### src/sv/lsystem_symbol_rewriter_defines.svh
// assertion macros for the symbol rewriter
// used by the top level only; expects clk_i and rst_ni in scope
`ifndef LSYSTEM_SYMBOL_REWRITER_DEFINES_SVH
`define LSYSTEM_SYMBOL_REWRITER_DEFINES_SVH

// same-cycle implication, off during reset
`define LSR_ASSERT_NOW(label, ante, cons) \
  label: assert property (@(posedge clk_i) disable iff (!rst_ni) (ante) |-> (cons)) \
    else $error("lsr: assertion failed");

// next-cycle implication, off during reset
`define LSR_ASSERT_NEXT(label, ante, cons) \
  label: assert property (@(posedge clk_i) disable iff (!rst_ni) (ante) |=> (cons)) \
    else $error("lsr: assertion failed");

`endif

### src/sv/lsr_pkg.sv
// shared types and constants of the symbol rewriter
// no dependencies
`timescale 1ns / 1ps

package lsr_pkg;

  // port field widths
  localparam int REQ_W      = 2;
  localparam int SYM_PORT_W = 8;
  localparam int IDX_PORT_W = 4;
  localparam int POS_PORT_W = 6;
  localparam int LEN_PORT_W = 7;

  // request codes
  localparam logic [REQ_W-1:0] REQ_REWRITE = 2'd0;
  localparam logic [REQ_W-1:0] REQ_HEADER  = 2'd1;
  localparam logic [REQ_W-1:0] REQ_SUCC    = 2'd2;

  // queue sizing; entry fields hold the widest parameter range
  localparam int QUEUE_DEPTH = 4;
  localparam int Q_ADDR_W    = 16;
  localparam int Q_LEN_W     = 8;

  // work kinds handed from front to back
  typedef enum logic [1:0] {
    K_PASS,
    K_HIT,
    K_WRITE
  } kind_e;

  typedef struct packed {
    kind_e                 kind;
    logic [SYM_PORT_W-1:0] sym;
    logic [Q_ADDR_W-1:0]   addr;
    logic [Q_LEN_W-1:0]    len;
  } qent_t;

  // back-end sequencer states
  typedef enum logic {
    BK_IDLE,
    BK_DATA
  } bk_state_e;

endpackage

### src/sv/lsr_queue.sv
// short queue between front and back end
// depends on lsr_pkg
`timescale 1ns / 1ps

module lsr_queue (
  input  logic           clk_i,
  input  logic           rst_ni,
  input  logic           push_i,
  input  lsr_pkg::qent_t entry_i,
  output logic           full_o,
  input  logic           pop_i,
  output logic           empty_o,
  output lsr_pkg::qent_t head_o
);

  localparam int Depth = lsr_pkg::QUEUE_DEPTH;
  localparam int PtrW  = (Depth > 1) ? $clog2(Depth) : 1;
  localparam int CntW  = $clog2(Depth + 1);

  lsr_pkg::qent_t ent_q [Depth];
  logic [PtrW-1:0] wr_ptr_q, rd_ptr_q;
  logic [CntW-1:0] count_q;
  logic            do_push, do_pop;

  assign full_o  = count_q == CntW'(Depth);
  assign empty_o = count_q == '0;
  assign head_o  = ent_q[rd_ptr_q];
  assign do_push = push_i && !full_o;
  assign do_pop  = pop_i && !empty_o;

  // pointers and fill count
  always_ff @(posedge clk_i or negedge rst_ni) begin
    if (!rst_ni) begin
      wr_ptr_q <= '0;
      rd_ptr_q <= '0;
      count_q  <= '0;
    end else begin
      if (do_push) begin
        wr_ptr_q <= (wr_ptr_q == PtrW'(Depth - 1)) ? '0 : wr_ptr_q + PtrW'(1);
      end
      if (do_pop) begin
        rd_ptr_q <= (rd_ptr_q == PtrW'(Depth - 1)) ? '0 : rd_ptr_q + PtrW'(1);
      end
      if (do_push && !do_pop) begin
        count_q <= count_q + CntW'(1);
      end else if (do_pop && !do_push) begin
        count_q <= count_q - CntW'(1);
      end
    end
  end

  // entry storage
  always_ff @(posedge clk_i) begin
    if (do_push) begin
      ent_q[wr_ptr_q] <= entry_i;
    end
  end

endmodule

### config.mk
export PLATFORM = sky130hd
export DESIGN_NAME = lsr_queue
export DESIGN_NICKNAME = d
export VERILOG_FILES = /design/src/sv/lsystem_symbol_rewriter_defines.svh /design/src/sv/lsr_pkg.sv /design/src/sv/lsr_queue.sv
export SDC_FILE = /design/constraint.sdc
export NUM_CORES = 1
export LEC_CHECK = 0
export ABC_CLOCK_PERIOD_IN_PS = 3100
export BUFFER_PORTS_ARGS = -buffer_cell sky130_fd_sc_hd__buf_2
export CAP_MARGIN = 20
export CORE_MARGIN = 10
export CORE_UTILIZATION = 59
export CTS_BUF_LIST = sky130_fd_sc_hd__clkbuf_8
export DETAILED_ROUTE_END_ITERATION = 10
export PLACE_DENSITY = 0.94
export SLEW_MARGIN = 5
export SYNTH_ARGS = -nofsm -noshare
export SYNTH_HDL_FRONTEND = slang
export SYNTH_SLANG_ARGS = --single-unit
### constraint.sdc
create_clock -name clk_i -period 3.1 [get_ports clk_i]
set_input_delay 0.465 -clock clk_i [delete_from_list [all_inputs] [get_ports clk_i]]
set_output_delay 0.465 -clock clk_i [all_outputs]
set_load 0.01 [all_outputs]
# Word-level counts from Yosys, hierarchy flattened
# Memory sizes are Yosys's and may differ from the RTL's.
# Cells that the tools add are included.
[word_totals]
elab_cells = 27
mem_count = 1
mem_bits_rw = 136
in_bits = 38
register_bits = 7
[classes]
n_eq_ne = 3
add_sub_neg = 4
mux = 6
reduce_logical = 10
[memory_table]
columns = ["name", "words", "word_bits", "rd", "rd_clocked_by_memory_dff", "write_ports", "line_no", "source"]
rows = [
  ["ent_q", 4, 34, 1, 0, 1, "lsr_queue.sv:20", "lsr_pkg::qent_t ent_q [Depth];"],
]
[op_table]
columns = ["cell", "n"]
rows = [
  ["3-bit 2-to-1 mux", 2],
  ["2-bit by 1-bit adder with 2-bit output, second input constant", 2],
  ["2-bit == test, second input constant", 2],
  ["1-bit logical AND", 4],
  ["1-bit logical NOT", 4],
  ["2-bit 2-to-1 mux", 2],
  ["3-bit by 1-bit adder with 3-bit output, second input constant", 1],
  ["3-bit == test, second input constant", 1],
  ["3-bit logical NOT", 1],
  ["3-bit by 1-bit subtractor with 3-bit output, second input constant", 1],
  ["1-bit 2-to-1 mux", 2],
  ["2-bit nonzero test", 1],
]

# Logic depth before layout (Yosys ltp)
# Gate-level depths: netlist of run 1.
[depth]
ltp_word = 7
depth_mapped = 8
ltp_nobuf = 8

# Worst setup path after synthesis of run 1
# Ideal clock, no wire load.
[synth_path]
path_type = "register to register"
startpoint = "register count_q[2]"
endpoint = "memory ent_q[3][0] (netlist bit), enable pin"
setup_slack_ps = 616
t_arrival_ps = 2058
stages_incl_launch_ff = 3
path_buffers = 0
required_ps = 2674
setup_ps = 426
period_less_slack_ps = 2484
path_cell_list = "dfrtp_1 nor3b_4 nor2_1"
[synth_via]
elab_chain_len = 5
[synth_rtl]
columns = ["element", "line_no", "source"]
rows = [
  ["from (decl)", "lsr_queue.sv:22", "logic [CntW-1:0] count_q;"],
  ["from (signal assigned)", "lsr_queue.sv:45", "count_q <= count_q + CntW'(1);"],
  ["from (signal assigned)", "lsr_queue.sv:47", "count_q <= count_q - CntW'(1);"],
  ["3-bit == test", "lsr_queue.sv:25", "assign full_o = count_q == CntW'(Depth);"],
  ["named net full_o", "lsr_queue.sv:10", "output logic full_o,"],
  ["1-bit logical NOT", "lsr_queue.sv:28", "assign do_push = push_i && !full_o;"],
  ["1-bit logical AND", "lsr_queue.sv:28", ""],
  ["1-bit 2-to-1 mux", "lsr_queue.sv:54", "if (do_push) begin"],
  ["1-bit 2-to-1 mux (not written as such)", "lsr_queue.sv:55", "ent_q[wr_ptr_q] <= entry_i;"],
  ["to (decl)", "lsr_queue.sv:20", ""],
]
# The timed path passes the listed nets, and every way through them passes these cells.

==> results of run 1 <==
[synthesized netlist by cell type, drive strengths merged]
library cell	number	share of area, %
xnor2	1	0.16
mux2	4	0.97
and2	3	0.35
edfxtp	136	76
nor3b	1	0.35
nand2	1	0.070
nor2	3	0.21
buf	8	1.6
nor2b	1	0.26
fa	1	0.37
dfrtp	7	3.2
nor3	2	0.19
mux4	34	14
o31ai	1	0.23
a21o	1	0.14
ha	6	1.4
inv	3	0.21
xor2	2	0.32
[metal layers]
metal	vias up	share of wire (%)	GRT usage, %
met2	69	53	24.7
met1	1260	39	16.7
li1	1090	-	-
met5	-	0.27	0
met4	4	0.55	4.31
met3	8	6.8	6.61
[per-stage QoR]
| stage | power (mW) | hold WS (ns) | std cells | utilization, % |
|---|---|---|---|---|
| 5_1_grt | 6.21 | 0.219 | 425 | 71.2 |
| 2_1_floorplan | 3.98 | 0.169 | 215 | - |
| 3_5_place_dp | 4.57 | 0.312 | 392 | 66.6 |
| 3_3_place_gp | 4.50 | 0.309 | 392 | 66.6 |
| 6_report | 5.88 | 0.257 | 425 | 71.2 |
| 4_1_cts | 5.99 | 0.227 | 425 | 71.2 |
[kinds of logic (layout without fill, tap and decap cells)]
| group | count (synthesis) | in the layout |
|---|---|---|
| mux | 38 | 38 |
| simple gates | 11 | 11 |
| buf+inv | 11 | 113 |
| flops | 143 | 143 |
| fa+ha+maj | 7 | 7 |
| compound gates | 2 | 2 |
| xor+xnor | 3 | 3 |
[repair_timing]
action / in CTS / in global routing
endpoints found under the setup margin: 0 / 0
endpoints found under the hold margin: 7 / 0
hold buffers: 1 / 0
[power groups by stage]
stage / Clock, mW / Combinational [mW] / Sequential [mW]
after global routing: 1.55 / 1.79 / 2.88
after CTS: 1.46 / 1.70 / 2.84
after global placement: 0 / 1.65 / 2.85
final: 1.42 / 1.64 / 2.82
after floorplan: 0 / 1.28 / 2.70
after detailed placement: 0 / 1.69 / 2.88
[cell type report]
type	instances	area (µm²)	share of cell area (%)
Tap cell	108	135	2.16
Timing Repair Buffer	78	418	6.67
Inverter	3	11.3	0.180
Clock inverter	15	163	2.59
Sequential cell	143	4260	68.0
Multi-Input combinational cell	61	1050	16.7
Clock buffer	17	234	3.73
[cells in the final DEF (no fill, tap or decap), drive strengths merged]
cell type / Yosys / routed
a21o: 1 / 1
and2: 3 / 3
buf: 8 / 77
bufinv: 0 / 2
clkbuf: 0 / 17
clkinv: 0 / 6
clkinvlp: 0 / 4
dfrtp: 7 / 7
dlygate4sd3: 0 / 1
edfxtp: 136 / 136
fa: 1 / 1
ha: 6 / 6
inv: 3 / 6
mux2: 4 / 4
mux4: 34 / 34
nand2: 1 / 1
nor2: 3 / 3
nor2b: 1 / 1
nor3: 2 / 2
nor3b: 1 / 1
o31ai: 1 / 1
xnor2: 1 / 1
xor2: 2 / 2
[state kept, by name (all words and copies together), names as in the netlist]
| signal | flops |
|---|---|
| count_q | 3 |
| ent_q | 136 |
| rd_ptr_q | 2 |
| wr_ptr_q | 2 |
[worst paths after layout]
check / to / cells after the start
min in group asynchronous: count_q[2] / 2
max in group asynchronous: rd_ptr_q[1] / 2
max reg2reg: count_q[2] / 7
max: head_o[15] / 3
min reg2reg: count_q[2] / 1
min: ent_q[2][5] / 1
==> results.cfg, run 1 <==
[run_status]
status = finished, final reports clean

[clock_network]
post_cts.repair.setup_buffers = 0
root_buffer = clkbuf_8
clk_pin_slew_ns = 0.08
clkLatencyLatePin_ns = 0.42
clockBufferDepth = 2
cts_tree = yes
cts.repair.resized = 0
cts_inserted_buffers = 17
cts.htree.levels = 4
tritoncts_sinks = 143

[synth]
synthesis.instances = 215
postSynthRegisterBits = 143
synth-adder-area-share_pct = 1.76
postSynthAreaPerCell_um2 = 25.1
synth_simple_gate_area_share_pct = 1.42
synth_xor_xnor_area_share_pct = 0.487
synthMuxAreaShare_pct = 15.2
synth_compound_gate_area_share_pct = 0.371
synth_top_family_by_area = multiplexers
ys_seq_area_share_pct = 79.0
synth_nets = 260
synth-warning-count = 0
netlist_area_um2 = 5390
post_synth_num_cell_types = 23

[timing]
max_transition_viols_final = 0
timing.fmax_ghz = 0.394
setup_violating_endpoint_count_in_the_final_report = 0
slew-limit-headroom_pct = 39.8
grt_setup_unrepaired = no
share_of_the_clock_period_used_by_the_worst_path_pct = 81.9
setup_skew_ns = 0.0101
layout_setup_ws_ns = 0.562
tightestPinTransition_ns = 0.904
timing.setup.tns_ns = 0
time_the_final_worst_path_needs_with_i_o_delays_and_setup_ns = 2.54
hold_viol = 0

[drt]
drcViolationCount = 0
first_iteration_detailed_routing_drc_count = 107
routed-via-count = 2431
average_wire_length_per_cell_after_detail_routing_um = 21.7
total_length_of_routed_wires_um = 9220
drt_pre_antenna_iters = 4
routed_via_density = 5.72
final_antenna_net_count = 0

[floorplan]
die_height_um = 116
pin_count = 74
die-area_um2 = 13400
floorplan.die.width_um = 116
floorplan.initialDensity_pct = 61.2
fp.coreArea_um2 = 8810
row_count = 34

[final_layout]
area_growth_syn_to_layout_pct = 16.3
diodes = 0
nets = 349
drive_above_1_share_pct = 48.6
finish.instance_area_um2 = 6270
final.fill_count = 527

[power]
cellPowerDensity_nw_per_um2 = 938
p_sw_share_pct = 29.9
net-switching-power_mw = 1.76
sequential_share_of_power_pct = 48.0
vdd_ir_drop_max_uv = 539
comb_power_share_pct = 27.9
power.clock.fraction_pct = 24.1
cell_internal_pwr_mw = 4.12
leak_pwr_nw = 2.19

[worst_setup_path]
critical-path-max-stage-delay_ns = 0.64
critPathLaunchType = flip-flop
worst-endpoint-arrival_ns = 2.07
regToRegSetupSlack_ns = 1.00
worstPathCellList = buf_12 -> mux4_2 -> buf_2
crit_type = reg -> out
crit_path_required_time_ns = 2.63
critPathBufInv = 2
critical_path.max_fanout = 25
crit_path_end_kind = output port
worst_path_dominant_cell_family = flip-flops
crit_slowest_cell = dfrtp_2
worst_setup_path_startpoint = rd_ptr_q[0]
r2r-start = count_q[0]

[placed_design]
port_buffers = 73
place.gp.congestion = 0.721
dp_worst_setup_slack_ns = 0.950
place_hpwl_um = 5910
detailed_place.area_um2 = 5860

[global_routing]
grt_use_total_pct = 14.7
largest_net_degree_at_the_start_of_global_routing = 37
antenna_violations_before_repair = 2
grt_pass1_wl_um = 14400
grt_remaining_overflow = 0
first_global_vias = 2697

[run]
cap_violations = 0

[hold_path]
min_from = entry_i[5]
min-delay-path-class = in -> reg
Power figures use the tool's default switching activity.
==> inputs of run 2 (changes only) <==
Settings changed: ABC_CLOCK_PERIOD_IN_PS 3100 to 2060, CORE_UTILIZATION 59 to 53, PLACE_DENSITY 0.94 to 0.89.
Clock period 3.1 ns to 2.06 ns, I/O delays scaled along.
==> results.cfg, run 2 (synthesized netlist as in run 1, its figures left out) <==
[worst_setup_path]
worst-endpoint-arrival_ns = 1.74
crit_type = reg -> out
crit_path_end_kind = output port
critical_path.max_fanout = 19
critPathLaunchType = flip-flop
crit_path_required_time_ns = 1.75

[final_layout]
drive_above_1_share_pct = 50.5
max_reg_flops = 136
diodes = 0
area_growth_syn_to_layout_pct = 21.8
largest-register = ent_q
postLayoutCoreUtil_pct = 66.6
mostFrequentLayoutCell = edfxtp_1
most-common-layout-cells = edfxtp_1 (136), buf_2 (50), mux4_2 (34), buf_6 (23), clkbuf_8 (17)
nets = 357
largestRegisters = ent_q x136, count_q x3

[power]
vdd_ir_drop_max_uv = 715
report.power.total_mw = 9.55
leak_pwr_nw = 2.30
cellPowerDensity_nw_per_um2 = 1450

[drt]
routed-via-count = 2421
drcViolationCount = 0
drt_pre_antenna_iters = 4
final_antenna_net_count = 0
total_length_of_routed_wires_um = 9260
first_iteration_detailed_routing_drc_count = 100
average_wire_length_per_cell_after_detail_routing_um = 20.2
routed_via_density = 5.29

[floorplan]
fp.coreArea_um2 = 9860
pin_count = 74
floorplan.die.width_um = 121
die_height_um = 121
die-area_um2 = 14600
floorplan.initialDensity_pct = 54.7
row_count = 36

[timing]
timing.fmax_ghz = 0.488
grt_setup_unrepaired = yes
hold_viol = 0
tightestPinTransition_ns = 0.529
slew-limit-headroom_pct = 64.7
timing.setup.tns_ns = 0
setup_violating_endpoint_count_in_the_final_report = 0
share_of_the_clock_period_used_by_the_worst_path_pct = 99.6
max_transition_viols_final = 0
setup_skew_ns = 0.0119
time_the_final_worst_path_needs_with_i_o_delays_and_setup_ns = 2.05

[global_routing]
met1_usage_pct = 15.3
grt_pass1_wl_um = 14800
groute.layer.met3.usage_pct = 5.30
gr-max-usage-layer = met2
grt_remaining_overflow = 0
largest_net_degree_at_the_start_of_global_routing = 35
grt_use_total_pct = 13.4
first_global_vias = 2751
antenna_violations_before_repair = 0
gr-usage-met2_pct = 22.4

[clock_network]
cts.htree.levels = 4
cts_tree = yes
tritoncts_sinks = 143
root_buffer = clkbuf_8
cts_inserted_buffers = 17
clk_pin_slew_ns = 0.08
clkLatencyLatePin_ns = 0.42
clockBufferDepth = 2

[placed_design]
port_buffers = 73
place_hpwl_um = 5850
place.gp.congestion = 0.747

[hold_path]
min-delay-path-class = in -> reg

[run]
cap_violations = 0

[run_status]
status = finished, final reports clean
[run 2: cell types whose count changed in the layout (fill, tap and decap cells not counted), sizes merged]
cell      before  now
clkinv         6    5
buf           77   85
inv            6    5
clkinvlp       4    5
bufinv         2    3
[run 2: final cells by class]
cell class / count / area [µm²]
Clock inverter: 15 / 171
Sequential cell: 143 / 4260
Clock buffer: 17 / 234
Fill cell: 618 / 3300
Tap cell: 133 / 166
Inverter: 3 / 11.3
Multi-Input combinational cell: 61 / 1060
Timing Repair Buffer: 86 / 659
[run 2: timing repair]
| item | in CTS | in global routing |
|---|---|---|
| endpoints found under the setup margin | 133 | 70 |
| endpoints found under the hold margin | 7 | 0 |
| resized for setup | 15 | 15 |
| pin swaps | 0 | 2 |
| setup buffers | 3 | 1 |
| hold buffers | 1 | 0 |
[run 2: final timing paths]
kind	cells after the start	slack, ns	end	start
worst max-delay path	3	0.009	head_o[4]	rd_ptr_q[0]
worst min-delay path	1	0.09	ent_q[1][25]	entry_i[25]
worst max register to register	7	0.05	count_q[2]	count_q[0]
worst min register to register	2	0.60	count_q[2]	count_q[2]
max in group asynchronous	2	1.61	rd_ptr_q[0]	rst_ni
min in group asynchronous	2	0.26	count_q[0]	rst_ni
[run 2: stage by stage]
stage	hold slack (ns)	cells	cell area (µm²)	setup slack (ns)
4_1_cts	0.0661	457	6480	-0.0380
3_3_place_gp	0.151	421	5960	0.0804
6_report	0.0935	458	6570	0.00885
2_1_floorplan	0.0134	215	5400	0.0269
3_5_place_dp	0.153	421	5960	-0.0342
5_1_grt	0.0721	458	6570	-0.0857
[run 2: critical path, cell delays in order, from the launching register on]
cell and delay (ns):
dfrtp_2 0.41, buf_12 0.21, mux4_2 0.55, buf_6 0.14
[run 2: per-layer routing]
layer | vias up | share of wire [%]
met5 | - | 0
met3 | 8 | 5.5
met2 | 60 | 53
met1 | 1254 | 41
li1 | 1099 | -
met4 | 0 | 0.79
[run 2: power by group]
group / total [mW] / leakage [nW] / internal, mW / switching (mW)
Clock: 2.20 / 0.193 / 1.19 / 1.01
Sequential: 4.08 / 1.32 / 3.86 / 0.219
Combinational: 3.27 / 0.779 / 1.76 / 1.51
