## src/sv/lsystem_symbol_rewriter_defines.svh

```systemverilog
// assertion macros for the symbol rewriter
// used by the top level only; expects clk_i and rst_ni in scope
`ifndef LSYSTEM_SYMBOL_REWRITER_DEFINES_SVH
`define LSYSTEM_SYMBOL_REWRITER_DEFINES_SVH

// same-cycle implication, off during reset
`define LSR_ASSERT_NOW(label, ante, cons) \
  label: assert property (@(posedge clk_i) disable iff (!rst_ni) (ante) |-> (cons)) \
    else $error("lsr: assertion failed");

// next-cycle implication, off during reset
`define LSR_ASSERT_NEXT(label, ante, cons) \
  label: assert property (@(posedge clk_i) disable iff (!rst_ni) (ante) |=> (cons)) \
    else $error("lsr: assertion failed");

`endif

```

## src/sv/lsr_pkg.sv

```systemverilog
// shared types and constants of the symbol rewriter
// no dependencies
`timescale 1ns / 1ps

package lsr_pkg;

  // port field widths
  localparam int REQ_W      = 2;
  localparam int SYM_PORT_W = 8;
  localparam int IDX_PORT_W = 4;
  localparam int POS_PORT_W = 6;
  localparam int LEN_PORT_W = 7;

  // request codes
  localparam logic [REQ_W-1:0] REQ_REWRITE = 2'd0;
  localparam logic [REQ_W-1:0] REQ_HEADER  = 2'd1;
  localparam logic [REQ_W-1:0] REQ_SUCC    = 2'd2;

  // queue sizing; entry fields hold the widest parameter range
  localparam int QUEUE_DEPTH = 4;
  localparam int Q_ADDR_W    = 16;
  localparam int Q_LEN_W     = 8;

  // work kinds handed from front to back
  typedef enum logic [1:0] {
    K_PASS,
    K_HIT,
    K_WRITE
  } kind_e;

  typedef struct packed {
    kind_e                 kind;
    logic [SYM_PORT_W-1:0] sym;
    logic [Q_ADDR_W-1:0]   addr;
    logic [Q_LEN_W-1:0]    len;
  } qent_t;

  // back-end sequencer states
  typedef enum logic {
    BK_IDLE,
    BK_DATA
  } bk_state_e;

endpackage

```

## src/sv/lsr_front.sv

```systemverilog
// front end: accepts beats, holds the rule table, classifies rewrites
// depends on lsr_pkg
`timescale 1ns / 1ps

module lsr_front #(
  parameter int NUM_RULES    = 16,
  parameter int MAX_SUCC_LEN = 64,
  parameter int SYMBOL_BITS  = 8
) (
  input  logic                              clk_i,
  input  logic                              rst_ni,
  input  logic                              in_valid_i,
  output logic                              in_stall_o,
  input  logic [lsr_pkg::REQ_W-1:0]         req_type_i,
  input  logic [lsr_pkg::SYM_PORT_W-1:0]    symbol_i,
  input  logic [lsr_pkg::IDX_PORT_W-1:0]    rule_index_i,
  input  logic [lsr_pkg::POS_PORT_W-1:0]    position_i,
  input  logic [lsr_pkg::LEN_PORT_W-1:0]    succ_length_i,
  input  logic                              rule_enable_i,
  input  logic                              q_full_i,
  output logic                              q_push_o,
  output lsr_pkg::qent_t                    q_entry_o
);

  localparam int SymW = (SYMBOL_BITS < lsr_pkg::SYM_PORT_W) ? SYMBOL_BITS
                                                            : lsr_pkg::SYM_PORT_W;
  localparam int IdxW = (NUM_RULES > 1) ? $clog2(NUM_RULES) : 1;
  localparam int LenW = $clog2(MAX_SUCC_LEN + 1);

  logic [NUM_RULES-1:0] valid_q;
  logic [SymW-1:0]      pred_q [NUM_RULES];
  logic [LenW-1:0]      len_q  [NUM_RULES];

  logic            accept;
  logic [SymW-1:0] sym_m;
  logic [IdxW-1:0] idx;
  logic            idx_ok;
  logic            pos_ok;
  logic [8:0]      len_ext;
  logic [LenW-1:0] len_sat;
  logic            hit_any;
  logic [IdxW-1:0] win;

  assign accept     = in_valid_i && !q_full_i;
  assign in_stall_o = q_full_i;

  // field conditioning
  assign sym_m   = symbol_i[SymW-1:0];
  assign idx     = IdxW'(rule_index_i);
  assign idx_ok  = {5'd0, rule_index_i} < 9'(NUM_RULES);
  assign pos_ok  = {3'd0, position_i} < 9'(MAX_SUCC_LEN);
  assign len_ext = {2'd0, succ_length_i};

  // saturate the successor length
  always_comb begin
    if (len_ext > 9'(MAX_SUCC_LEN)) begin
      len_sat = LenW'(MAX_SUCC_LEN);
    end else begin
      len_sat = LenW'(len_ext);
    end
  end

  // lowest matching valid rule
  always_comb begin
    hit_any = 1'b0;
    win     = '0;
    for (int r = NUM_RULES - 1; r >= 0; r--) begin
      if (valid_q[r] && (pred_q[r] == sym_m)) begin
        hit_any = 1'b1;
        win     = IdxW'(r);
      end
    end
  end

  // rule valid marks
  always_ff @(posedge clk_i or negedge rst_ni) begin
    if (!rst_ni) begin
      valid_q <= '0;
    end else if (accept && (req_type_i == lsr_pkg::REQ_HEADER) && idx_ok) begin
      valid_q[idx] <= rule_enable_i;
    end
  end

  // rule predecessor and length
  always_ff @(posedge clk_i) begin
    if (accept && (req_type_i == lsr_pkg::REQ_HEADER) && idx_ok) begin
      pred_q[idx] <= sym_m;
      len_q[idx]  <= len_sat;
    end
  end

  // queue entry build
  always_comb begin
    q_push_o       = 1'b0;
    q_entry_o.kind = lsr_pkg::K_PASS;
    q_entry_o.sym  = lsr_pkg::SYM_PORT_W'(sym_m);
    q_entry_o.addr = '0;
    q_entry_o.len  = '0;
    case (req_type_i)
      lsr_pkg::REQ_REWRITE: begin
        q_push_o = accept;
        if (hit_any) begin
          q_entry_o.kind = lsr_pkg::K_HIT;
          q_entry_o.addr = lsr_pkg::Q_ADDR_W'(win * MAX_SUCC_LEN);
          q_entry_o.len  = lsr_pkg::Q_LEN_W'(len_q[win]);
        end
      end
      lsr_pkg::REQ_SUCC: begin
        q_push_o       = accept && idx_ok && pos_ok;
        q_entry_o.kind = lsr_pkg::K_WRITE;
        q_entry_o.addr = lsr_pkg::Q_ADDR_W'(idx * MAX_SUCC_LEN + position_i);
      end
      default: begin
        q_push_o = 1'b0;
      end
    endcase
  end

endmodule

```

## config.mk

```make
export PLATFORM = sky130hd
export DESIGN_NAME = lsr_front
export DESIGN_NICKNAME = d
export VERILOG_FILES = /design/src/sv/lsystem_symbol_rewriter_defines.svh /design/src/sv/lsr_pkg.sv /design/src/sv/lsr_front.sv
export SDC_FILE = /design/constraint.sdc
export NUM_CORES = 1
export LEC_CHECK = 0
export BUFFER_PORTS_ARGS = -buffer_cell sky130_fd_sc_hd__buf_2
export CAP_MARGIN = 20
export CORE_MARGIN = 4
export CORE_UTILIZATION = 58
export DETAILED_ROUTE_END_ITERATION = 10
export PLACE_DENSITY = 0.77
export RECOVER_POWER = 25
export SYNTH_ARGS = -nofsm -noshare
export SYNTH_HDL_FRONTEND = slang
export SYNTH_SLANG_ARGS = --single-unit
```

## constraint.sdc

```tcl
create_clock -name clk_i -period 3.3 [get_ports clk_i]
set_clock_uncertainty 0.1 [all_clocks]
set_input_delay 0.33 -clock clk_i [delete_from_list [all_inputs] [get_ports clk_i]]
set_output_delay 0.33 -clock clk_i [all_outputs]
set_load 0.1 [all_outputs]
```

## Yosys cells after proc, flatten, opt, wreduce, memory -nomap -nowiden

Memories as Yosys holds them, arrays and structs flattened.
Cells that the tools add are included.

- Register bits: 16
- Memory bits (writable): 240
- Input port bits: 32
- Word-level logic and storage cells: 91
- Memories kept: 2

Memory list:

| name | words | width | read ports | clocked after Yosys merged registers in | write ports | RTL line | source |
|---|---|---|---|---|---|---|---|
| pred_q | 16 | 8 | 16 | 0 | 1 | lsr_front.sv:31 | `logic [SymW-1:0] pred_q [NUM_RULES];` |
| len_q | 16 | 7 | 1 | 0 | 1 | lsr_front.sv:32 | `logic [LenW-1:0] len_q [NUM_RULES];` |

- Add/sub/neg operators: 1
- $lt $le $gt $ge: 3
- Eq/ne operators: 18
- Multiplexer cells: 44
- Reductions and logical operators: 22

Operators with widths:

| cell | number |
|---|---|
| 8-bit == test | 16 |
| 4-bit 2-to-1 mux | 16 |
| 16-bit case mux with 2 select lines | 1 |
| 1-bit 2-to-1 mux | 21 |
| 1-bit logical AND | 19 |
| 18-bit 2-to-1 mux | 1 |
| 16-bit bitwise mux | 1 |
| 10-bit by 6-bit adder with 11-bit output | 1 |
| 8-bit 2-to-1 mux | 1 |
| 7-bit > comparator, second input constant | 1 |
| 7-bit 2-to-1 mux | 1 |
| 4-bit by 5-bit < comparator with 1-bit output, second input constant | 1 |
| 1-bit demux with 4-bit select | 1 |
| 4-bit by 1-bit >= comparator with 1-bit output, second input constant | 1 |
| 2-bit case mux with 2 select lines | 1 |
| 2-bit by 1-bit == test with 1-bit output, second input constant | 1 |
| 2-bit == test, second input constant | 1 |
| 2-bit zero test | 1 |
| 2-bit OR reduction | 1 |
| 1-bit zero test | 1 |

## Depth between registers and ports, before layout

Gate-level depths: netlist of the first run.
An unclocked memory read counts as a cell.

- Depth after elaboration: 22
- Mapped depth: 15

## Least setup slack after synthesis of the first run

No wires, ideal clock.

- Path kind: in2out
- Start point: input symbol_i[7] (netlist bit)
- End point: output q_entry_o[14] (netlist bit)
- Arrival time: 3979 ps
- Required time: 2870 ps
- Path slack: -1109 ps
- Cell stages on the path: 12
- Buffers on the path: 4
- Cells stage by stage: buf_6 > buf_6 > xnor2_2 > nand3_1 > or3_1 > o21bai_1 > a21oi_1 > nand2_1 > a21oi_2 > buf_6 > buf_4 > o21ai_0

RTL lines:

| what | RTL line | source |
|---|---|---|
| start: declaration | lsr_front.sv:15 | `input logic [lsr_pkg::SYM_PORT_W-1:0] symbol_i,` |
| end: declaration | lsr_front.sv:22 | `output lsr_pkg::qent_t q_entry_o` |

==> results of run 1 <==
==> registers in the layout, indices dropped and copies added (netlist names) <==
name and count:
len_q 112, pred_q 128, valid_q 16
==> layout make-up <==
class                   count  area share
flip-flops and latches    256       0.551
well taps                 260      0.0236
clock buffers              36      0.0522
multi-input cells         430       0.253
repair buffers            180       0.111
inverters                   4     0.00109
clock inverters            12     0.00789
==> path summary, 6_finish.rpt <==
kind | endpoint | slack (ns) | cells past startpoint | from
worst max-delay path | q_entry_o[5] | -0.71 | 16 | symbol_i[2]
worst min-delay path | pred_q[10][2] | 0.1 | 1 | symbol_i[2]
worst max register to register | valid_q[14] | 2.39 | 1 | valid_q[14]
worst min register to register | valid_q[1] | 0.41 | 1 | valid_q[1]
max in group asynchronous | valid_q[15] | 2.52 | 2 | rst_ni
min in group asynchronous | valid_q[10] | 0.22 | 2 | rst_ni
==> through the flow <==
stage	area (um^2)	util	total power, uW	worst slack (ns)	hold slack, ns
6_report	13800	0.733	6920	-0.706	0.0990
5_1_grt	13800	0.733	7140	-0.874	0.0946
3_5_place_dp	12600	0.670	4140	-0.557	0.227
4_1_cts	13800	0.730	6960	-0.593	0.0635
3_3_place_gp	12600	0.670	4120	-0.465	0.218
2_1_floorplan	11200	-	3980	-0.226	-0.0656
==> what timing repair did <==
action / in CTS / in global routing
pin swaps: 7 / 20
hold buffers: 1 / 0
cloned: 2 / 0
gates resized for setup: 46 / 20
setup endpoints to repair: 12 / 12
buffers inserted: 8 / 5
hold endpoints to repair: 16 / 0
==> cell families (layout without fill, tap and decap cells) <==
group                  count (synthesis)  after routing  share of synthesized area
flip-flops                           256            256                      0.681
buffers and inverters                 51            232                     0.0382
AND/OR/NAND/NOR                      174            174                     0.0795
multiplexers                          76             76                     0.0704
AO/OA/AOI/OAI                         45             45                     0.0259
XOR/XNOR                             128            128                      0.105
other                                  1              7                   0.000336
==> report_power, final <==
group          internal (uW)  switching [uW]
Sequential              3580            15.1
Clock                   1680            1170
Combinational            158             323
Total                   5410            1510
==> critical path: stages <==
cell,delay (ns)
buf_2,0.24
clkbuf_1,0.50
xnor2_1,0.14
nand4_1,0.11
nor3_1,0.05
buf_4,0.14
nor4_2,0.33
o21ai_1,0.12
a21bo_2,0.25
nand2b_1,0.18
buf_4,0.26
mux2i_2,0.28
mux2i_4,0.11
mux2i_2,0.24
o22ai_4,0.11
buf_12,0.17
==> cells in the mapped netlist (all sizes together) <==
cell type / instances / area, um^2
a21bo: 1 / 10.0
mux2i: 58 / 581
mux2: 18 / 206
nand4: 19 / 119
o21bai: 2 / 15.0
or2: 4 / 25.0
dfrtp: 16 / 400
nor2: 22 / 82.6
o22ai: 1 / 6.26
nand3: 29 / 145
inv: 4 / 15.0
a22o: 2 / 17.5
nor3b: 2 / 15.0
and2: 6 / 37.5
nand2: 46 / 173
conb: 1 / 3.75
xor2: 15 / 131
nor2b: 8 / 50.1
a31oi: 2 / 12.5
buf: 42 / 393
or3: 2 / 12.5
o31ai: 2 / 15.0
a21oi: 17 / 92.6
xnor2: 113 / 1040
o21ai: 6 / 30.0
nor3: 23 / 125
nand2b: 4 / 25.0
and4: 1 / 8.76
edfxtp: 240 / 7210
nand4bb: 1 / 11.3
clkbuf: 5 / 18.8
a22oi: 12 / 90.1
nor4: 7 / 58.8
==> routing by layer <==
layer,GRT usage,up-vias
met2,0.416,348
met1,0.328,3401
li1,-,3013
met4,0.0828,0
met3,0.0450,70
met5,0,-
==> metrics.cfg, run 1 <==
[setup_path]
cp.required_ns=2.87
path_max_fanout=9
worstSetupPathType=in2out
worstSetupEndpointType=output port
crit_arrival_ns=3.58
cp-start-kind=input pin

[cells_and_area]
seq_area_um2=7610
drive_gt1_frac=0.312
final_net_count=930
nFillCells=1101
multiInputGateArea_um2=3490
layout_common_cells=240 x edfxtp_1, 105 x xnor2_1, 87 x buf_4, 42 x buf_2, 39 x nand2_1
finalNonFillerCells=1178
n_antenna_cell=0
areaGrowthSynthToFinish_pct=23.4
final_common_cell=edfxtp_1

[grt]
grt_max_degree=24
grt_pass1_vias=7066
grt.overflow.total=0
track_usage=0.247
grt_pass1_wl_mm=41.0
antenna_found_initial=0

[pwr]
vdd_drop_max_v=0.000464
power.leakage_uw=0.00489
p_per_area_nw_per_um2=501

[run_status]
violations=setup timing
status=complete, but fails checks

[route]
routed_via_density=5.80
wl_met3_mm=2.24
vias=6832
drcViolationCount=0
dr.max_layer_used=met4
m1WireLength_mm=10.5
routed_wl_mm=26.9
detail-route-antenna-nets=0
drtIter0Drc=557
dr_wl_met2_mm=13.3
first_pass_iters=5
wl_per_cell_um=22.8

[sta]
min_period_over_period=1.21
post-route-min-period_ns=4.01
fmax_ghz=0.250
slew_headroom=0.313
slew_violations=0
rsz0062_at_grt=true
finalWorstSetupSlack_ns=-0.706
hold_viol=0
tightest_slew_ns=1.03
setup_viol=12
fin_setup_tns_ns=-5.03

[clock_tree]
cts_made_buffers=26
clock-root-buffer=clkbuf_16
cts_tree=built
htreeDepth=1
clkTransAtPathRegs_ns=0.06
cts_buffer_depth=3
cts.sinks=256
insertion_delay_ns=0.52

[die]
die_area_um2=21600
die_y_um=147
die_x_um=147
io_pins=68
start_util=0.593
core_area_um2=18800
rows=50

[placement]
gp_congestion=0.869
place_inst=1117
place_hpwl_mm=16.8
io_buffer_count=60

[synth]
netlist_instances=731
avgSynthCellArea_um2=15.3
synth_area_um2=11200
synth-seq-area-share=0.681
yosys_warnings=0
synth.distinct_cells=45
synth-seq-cells=256

[hold_path]
holdCritPathClass=in2reg

[run]
drv_cap=0

(Power assumes the default switching activity.)
==> run 2, diff against run 1 <==
Settings changed: ABC_AREA set to 1, CTS_CLUSTER_DIAMETER set to 150, PLACE_DENSITY 0.77 to 0.76.
==> run 2 against run 1 <==
The run still ends with setup timing left. Synthesized area rose by 5.4%. Via count rose by 34%. Critical path depth rose by 7. Non-clock buffer count rose by 38. Register-to-register slack improved by 0.07 ns. Sequential cell count did not move.
==> metrics.cfg, run 2 <==
[run_status]
status=complete, but fails checks  ; unchanged
violations=setup timing  ; unchanged

[die]
die_x_um=151  ; was 147 um
core_area_um2=19700  ; was 18800 um^2
die_y_um=151  ; was 147 um
die_area_um2=22700  ; was 21600 um^2
io_pins=68  ; unchanged
start_util=0.597  ; was 0.593
rows=51  ; was 50

[clock_tree]
cts_tree=built  ; unchanged
insertion_delay_ns=0.53  ; was 0.52 ns
cts_buffer_depth=3  ; unchanged
cts.sinks=256  ; unchanged
clkTransAtPathRegs_ns=0.06  ; about the same
htreeDepth=1  ; unchanged
cts_made_buffers=26  ; unchanged
clock-root-buffer=clkbuf_16  ; unchanged

[cells_and_area]
largest_reg_flops=128  ; unchanged
final_common_cell=edfxtp_1  ; unchanged
fin_util=0.759  ; was 0.733
drive_gt1_frac=0.268  ; was 0.312
areaGrowthSynthToFinish_pct=27.0  ; was 23.4%
reg_top3=pred_q x128, len_q x112, valid_q x16  ; unchanged
final_net_count=1311  ; was 930
registers.top_by_ff_count=pred_q  ; unchanged
n_antenna_cell=0  ; unchanged
layout_common_cells=240 x edfxtp_1, 169 x nand2_1, 143 x nand3_1, 109 x inv_1, 103 x buf_4  ; was 240 x edfxtp_1, 105 x xnor2_1, 87 x buf_4, 42 x buf_2, 39 x nand2_1

[setup_path]
r2r-start=valid_q[1]  ; was valid_q[14]
cp-start-kind=flop  ; was input pin
path_max_fanout=8  ; was 9
cp.required_ns=2.87  ; about the same
worstSetupPathType=reg2out  ; was in2out
startpoint=pred_q[9][7]  ; was symbol_i[2]
worstSetupEndpointType=output port  ; unchanged
crit_arrival_ns=3.51  ; was 3.58 ns

[run]
drv_cap=0  ; unchanged

[synth]
yosysTopAreaCellShare=0.612  ; was 0.645
synth-seq-cells=256  ; unchanged
synth_edf_count=240  ; unchanged
synth-seq-area-share=0.646  ; was 0.681
netlist_instances=1086  ; was 731
synth.area.top_cells=edfxtp_1 61%, nand3_1 6.9%, nand2_1 6.2%  ; was edfxtp_1 64%, xnor2_1 8.3%, mux2i_1 5.2%
synth_flop_cell=edfxtp_1  ; unchanged
async_flop_share=0.0625  ; unchanged
synth.distinct_cells=47  ; was 45
avgSynthCellArea_um2=10.8  ; was 15.3 um^2
yosys_warnings=0  ; unchanged
synth_area_um2=11800  ; was 11200 um^2
yosysTopAreaCell=edfxtp_1  ; unchanged
yosys-top-cells-count=240 x edfxtp_1, 194 x nand2_1, 162 x nand3_1  ; was 240 x edfxtp_1, 106 x xnor2_1, 58 x mux2i_1
synth_most_common_cell=edfxtp_1  ; unchanged

[sta]
setup_viol=12  ; unchanged
finalWorstSetupSlack_ns=-0.641  ; was -0.706 ns
slew_violations=0  ; unchanged
slew_headroom=0.254  ; was 0.313
hold_viol=0  ; unchanged
fin_setup_tns_ns=-5.43  ; was -5.03 ns
tightest_slew_ns=1.11  ; was 1.03 ns
fmax_ghz=0.254  ; was 0.250 GHz
min_period_over_period=1.19  ; was 1.21
rsz0062_at_grt=true  ; unchanged
post-route-min-period_ns=3.94  ; was 4.01 ns

[route]
vias=9182  ; was 6832
detail-route-antenna-nets=0  ; unchanged
drcViolationCount=0  ; unchanged
routed_via_density=5.87  ; was 5.80
wl_per_cell_um=20.8  ; was 22.8 um
drtIter0Drc=1397  ; was 557
routed_wl_mm=32.5  ; was 26.9 mm
first_pass_iters=6  ; was 5

[grt]
grt.overflow.total=0  ; unchanged
antenna_found_initial=0  ; unchanged
grt_max_degree=29  ; was 24
track_usage=0.280  ; was 0.247
grt_pass1_vias=8876  ; was 7066
grt_pass1_wl_mm=48.6  ; was 41.0 mm

[placement]
io_buffer_count=60  ; unchanged
gp_congestion=0.877  ; was 0.869
place_hpwl_mm=19.9  ; was 16.8 mm

[hold_path]
holdCritPathClass=in2reg  ; unchanged
min_from=symbol_i[1]  ; was symbol_i[2]

[pwr]
finalPower_uw=7280  ; was 6920 uW
p_per_area_nw_per_um2=487  ; was 501 nW/um^2
power.leakage_uw=0.00600  ; was 0.00489 uW
vdd_drop_max_v=0.000542  ; was 0.000464 V

==> run 2: cell count changes after synthesis, sizes merged, moves of 12 or more <==
cell,change
mux2i,-58
nand2,+152
nand3,+133
a22oi,-12
inv,+120
xnor2,-97
nor2,+77
mux2,-18
o22ai,+14
o21ai,+20
==> run 2: cell type report <==
cell class	instances	area (um^2)
inverter	127	498
sequential	256	7610
fill	1150	4760
multi-input combinational	650	3740
clock inverter	15	174
tap	265	332
clock buffer	33	708
timing repair buffer	218	1900
==> run 2: metrics by stage <==
step / setup WS [ns] / area, um^2 / std cells / hold slack, ns
after global placement: -0.293 / 13500 / 1495 / 0.213
after detailed placement: -0.290 / 13500 / 1495 / 0.215
final: -0.641 / 15000 / 1564 / 0.0809
after global routing: -0.846 / 15000 / 1564 / 0.0716
after CTS: -0.521 / 14800 / 1556 / 0.0511
after floorplan: -0.401 / 12000 / 1092 / -0.0656
==> run 2: worst paths after layout <==
path	endpoint	slack [ns]	cells past startpoint
max in group asynchronous	valid_q[5]	2.54	2
min reg2reg	valid_q[13]	0.41	1
max reg2reg	valid_q[1]	2.46	2
min in group asynchronous	valid_q[10]	0.21	2
max	q_entry_o[2]	-0.64	23
min	pred_q[14][1]	0.08	1
==> run 2: critical path, cell delays in order, from the launching register on <==
cell and delay, ns:
edfxtp_1 0.42, inv_1 0.09, nor2_1 0.04, nor4_1 0.37, nand4_1 0.22, nand2_1 0.14
nand2_1 0.06, nand2_1 0.06, nand2_1 0.06, nand2_1 0.07, nand2_1 0.05, nand2_1 0.08
nand2_2 0.08, nand2_8 0.13, nand2_8 0.14, buf_12 0.17, nand2_2 0.07, nand3_2 0.07
nand3_1 0.11, nand2_2 0.06, nand2_2 0.09, nand2_2 0.08, nor2_4 0.13, buf_12 0.18
==> run 2: metal layers <==
layer,track usage,part of all wire,up-vias
li1,-,-,4108
met1,0.400,0.38,4327
met2,0.443,0.47,636
met3,0.0436,0.11,111
met4,0.0961,0.039,0
met5,0,0,-
==> run 2: kinds of logic (layout without fill, tap and decap cells) <==
| family | count (synthesis) | count (layout) | share of synthesized area |
|---|---|---|---|
| buffers and inverters | 187 | 393 | 0.0790 |
| flip-flops | 256 | 256 | 0.646 |
| other | 1 | 7 | 0.000318 |
| AND/OR/NAND/NOR | 514 | 515 | 0.195 |
| XOR/XNOR | 41 | 41 | 0.0305 |
| AO/OA/AOI/OAI | 87 | 87 | 0.0491 |
==> run 2: repair_timing <==
action,in CTS,in global routing
endpoints found under the hold margin,16,0
hold buffers,1,0
setup endpoints to repair,12,12
buffers inserted,8,5
pin swaps,31,34
cloned,5,2
gates resized for setup,56,48
==> run 2: power by group <==
part	switching (uW)	internal, uW	total (uW)	leakage, uW
clock network	1230	1830	3060	0.000435
logic	430	189	620	0.00333
registers	19.0	3590	3610	0.00224
==> run 3, diff against run 2 <==
--- a/constraint.sdc
+++ b/constraint.sdc
@@ -4,2 +4,2 @@
 set_output_delay 0.33 -clock clk_i [all_outputs]
-set_load 0.1 [all_outputs]
+set_load 0.05 [all_outputs]
==> run 3 against run 2 <==
The flow still finishes with violations (setup timing). Sequential cell count stayed put. Sequential power barely moved. Hold slack improved by 0.025 ns. Combinational power fell by 14%. Utilization down 2.6 points. Worst setup slack better by 0.11 ns. Global-route usage fell by 1.8 points. First-iteration DRC count is 26% lower. Largest cell class unchanged. Highest routed layer unchanged.
==> metrics.cfg, run 3 (synthesis results as in run 2) <==
[route]
routed_wl_mm=30.2  ; was 32.5 mm
first_pass_iters=6  ; unchanged
detail-route-antenna-nets=0  ; unchanged
vias=8768  ; was 9182
wl_per_cell_um=19.9  ; was 20.8 um
drcViolationCount=0  ; unchanged
routed_via_density=5.78  ; was 5.87
drtIter0Drc=1028  ; was 1397

[pwr]
clock_power_share=0.411  ; was 0.420
power_frac_comb=0.076  ; was 0.085
internal_power_uw=5470  ; was 5600 uW
sw_frac_of_total=0.222  ; was 0.231
vdd_drop_max_v=0.000436  ; was 0.000542 V
p_sw_uw=1560  ; was 1680 uW
pwr-share-seq=0.513  ; was 0.495
p_per_area_nw_per_um2=487  ; about the same
power.leakage_uw=0.00579  ; was 0.00600 uW

[cells_and_area]
drive_gt1_frac=0.252  ; was 0.268
reg_top3=pred_q x128, len_q x112, valid_q x16  ; unchanged
n_antenna_cell=0  ; unchanged
largest_reg_flops=128  ; unchanged
final_net_count=1263  ; was 1311
layout_common_cells=240 x edfxtp_1, 162 x nand2_1, 130 x nand3_1, 112 x inv_1, 89 x nor2_1  ; was 240 x edfxtp_1, 169 x nand2_1, 143 x nand3_1, 109 x inv_1, 103 x buf_4
registers.top_by_ff_count=pred_q  ; unchanged
final_area_um2=14400  ; was 15000 um^2
finalNonFillerCells=1516  ; was 1564
areaGrowthSynthToFinish_pct=22.6  ; was 27.0%
final_common_cell=edfxtp_1  ; unchanged

[hold_path]
holdCritPathClass=in2reg  ; unchanged

[clock_tree]
cts_buffer_depth=3  ; unchanged
clkTransAtPathRegs_ns=0.06  ; about the same
clock-root-buffer=clkbuf_16  ; unchanged
cts_made_buffers=26  ; unchanged
cts.sinks=256  ; unchanged
insertion_delay_ns=0.53  ; about the same
htreeDepth=1  ; unchanged
cts_tree=built  ; unchanged

[setup_path]
max_stage_delay_ns=0.40  ; was 0.42 ns
rrSetupSlack_ns=2.50  ; was 2.46 ns
critPathSlowestCell=edfxtp_1  ; unchanged
cp.required_ns=2.87  ; about the same
crit_arrival_ns=3.40  ; was 3.51 ns
worstSetupPathType=reg2out  ; unchanged
worstSetupEndpointType=output port  ; unchanged
path_max_fanout=7  ; was 8
cpMostUsedCell=nand2_1  ; unchanged
cp-start-kind=flop  ; unchanged

[grt]
globalRouteMet2Util=0.434  ; was 0.443
track_usage=0.262  ; was 0.280
grt_pass1_vias=8542  ; was 8876
grt_pass1_wl_mm=45.3  ; was 48.6 mm
grt.overflow.total=0  ; unchanged
grtUsageMet3=0.0418  ; was 0.0436
grt_util_met1=0.357  ; was 0.400
busiest_layer=met2  ; unchanged
grt_max_degree=43  ; was 29
antenna_found_initial=0  ; unchanged

[sta]
slew_violations=0  ; unchanged
setup_viol=11  ; was 12
finalWorstSetupSlack_ns=-0.535  ; was -0.641 ns
tightest_slew_ns=1.09  ; was 1.11 ns
fmax_ghz=0.261  ; was 0.254 GHz
slew_headroom=0.268  ; was 0.254
hold_viol=0  ; unchanged
min_period_over_period=1.16  ; was 1.19
post-route-min-period_ns=3.83  ; was 3.94 ns
rsz0062_at_grt=true  ; unchanged

[die]
io_pins=68  ; unchanged
die_y_um=151  ; unchanged
die_x_um=151  ; unchanged
rows=51  ; unchanged
core_area_um2=19700  ; unchanged
start_util=0.597  ; unchanged
die_area_um2=22700  ; unchanged

[placement]
dp_worst_setup_slack_ns=-0.344  ; was -0.290 ns
place_hpwl_mm=19.4  ; was 19.9 mm
io_buffer_count=60  ; unchanged
place_inst=1461  ; was 1495
place_area_um2=13000  ; was 13500 um^2
gp_congestion=0.913  ; was 0.877

[run_status]
violations=setup timing  ; unchanged
status=complete, but fails checks  ; unchanged

[run]
drv_cap=0  ; unchanged

[run 3: changes by cell type in the layout (fill, tap and decap cells not counted), moves of 8 or more]
cell      delta
buf_4       -22
clkbuf_1    -16
nand3_1     -13
nand3_2     +13
nor2_1       +9
nand2_2      +8
[run 3: path summary, 6_finish.rpt]
path	start	end	depth (start not counted)
setup / recovery	pred_q[15][3]	q_entry_o[3]	29
hold / removal	rule_enable_i	valid_q[7]	3
setup reg to reg	valid_q[10]	valid_q[10]	1
hold reg to reg	valid_q[13]	valid_q[13]	1
max in group asynchronous	rst_ni	valid_q[2]	2
min in group asynchronous	rst_ni	valid_q[6]	2
[run 3: final cells by class]
class,instances,area [um^2]
well taps,265,332
fillers,1195,5280
flip-flops and latches,256,7610
inverters,127,485
repair buffers,171,1500
multi-input cells,649,3680
clock inverters,14,123
clock buffers,34,722
[run 3: layer usage]
metal,routed length (um),up-vias,part of all wire
li1,-,4015,-
met1,11800,4208,0.39
met2,14800,476,0.49
met3,2870,69,0.095
met4,740,0,0.024
met5,0,-,0
[run 3: timing repair]
item,in CTS,in global routing
resized for setup,33,96
hold buffers,1,0
cloned,1,3
buffers inserted,1,1
endpoints found under the hold margin,16,0
pin swaps,0,40
endpoints found under the setup margin,12,12
[run 3: power groups by stage]
stage	combinational, uW	sequential [uW]	clock, uW
after floorplan	301	3670	0
after CTS	512	3600	2910
after global routing	577	3610	3050
after global placement	485	3670	0
after detailed placement	500	3670	0
final	535	3610	2890
[run 3: critical path: cells and delay by family, from the launching register on]
family | cells | cell delay (ns)
simple gates | 27 | 2.12
flops | 1 | 0.40
buf+inv | 2 | 0.36
[run 3: through the flow]
| step | total power, uW | hold slack (ns) | util | TNS (ns) |
|---|---|---|---|---|
| 6_report | 7030 | 0.106 | 0.732 | -4.37 |
| 4_1_cts | 7030 | 0.0499 | 0.712 | -3.42 |
| 3_5_place_dp | 4170 | 0.232 | 0.661 | -2.15 |
| 5_1_grt | 7230 | 0.131 | 0.732 | -7.26 |
| 3_3_place_gp | 4150 | 0.225 | 0.661 | -1.49 |
| 2_1_floorplan | 3970 | -0.0656 | - | -0.00480 |
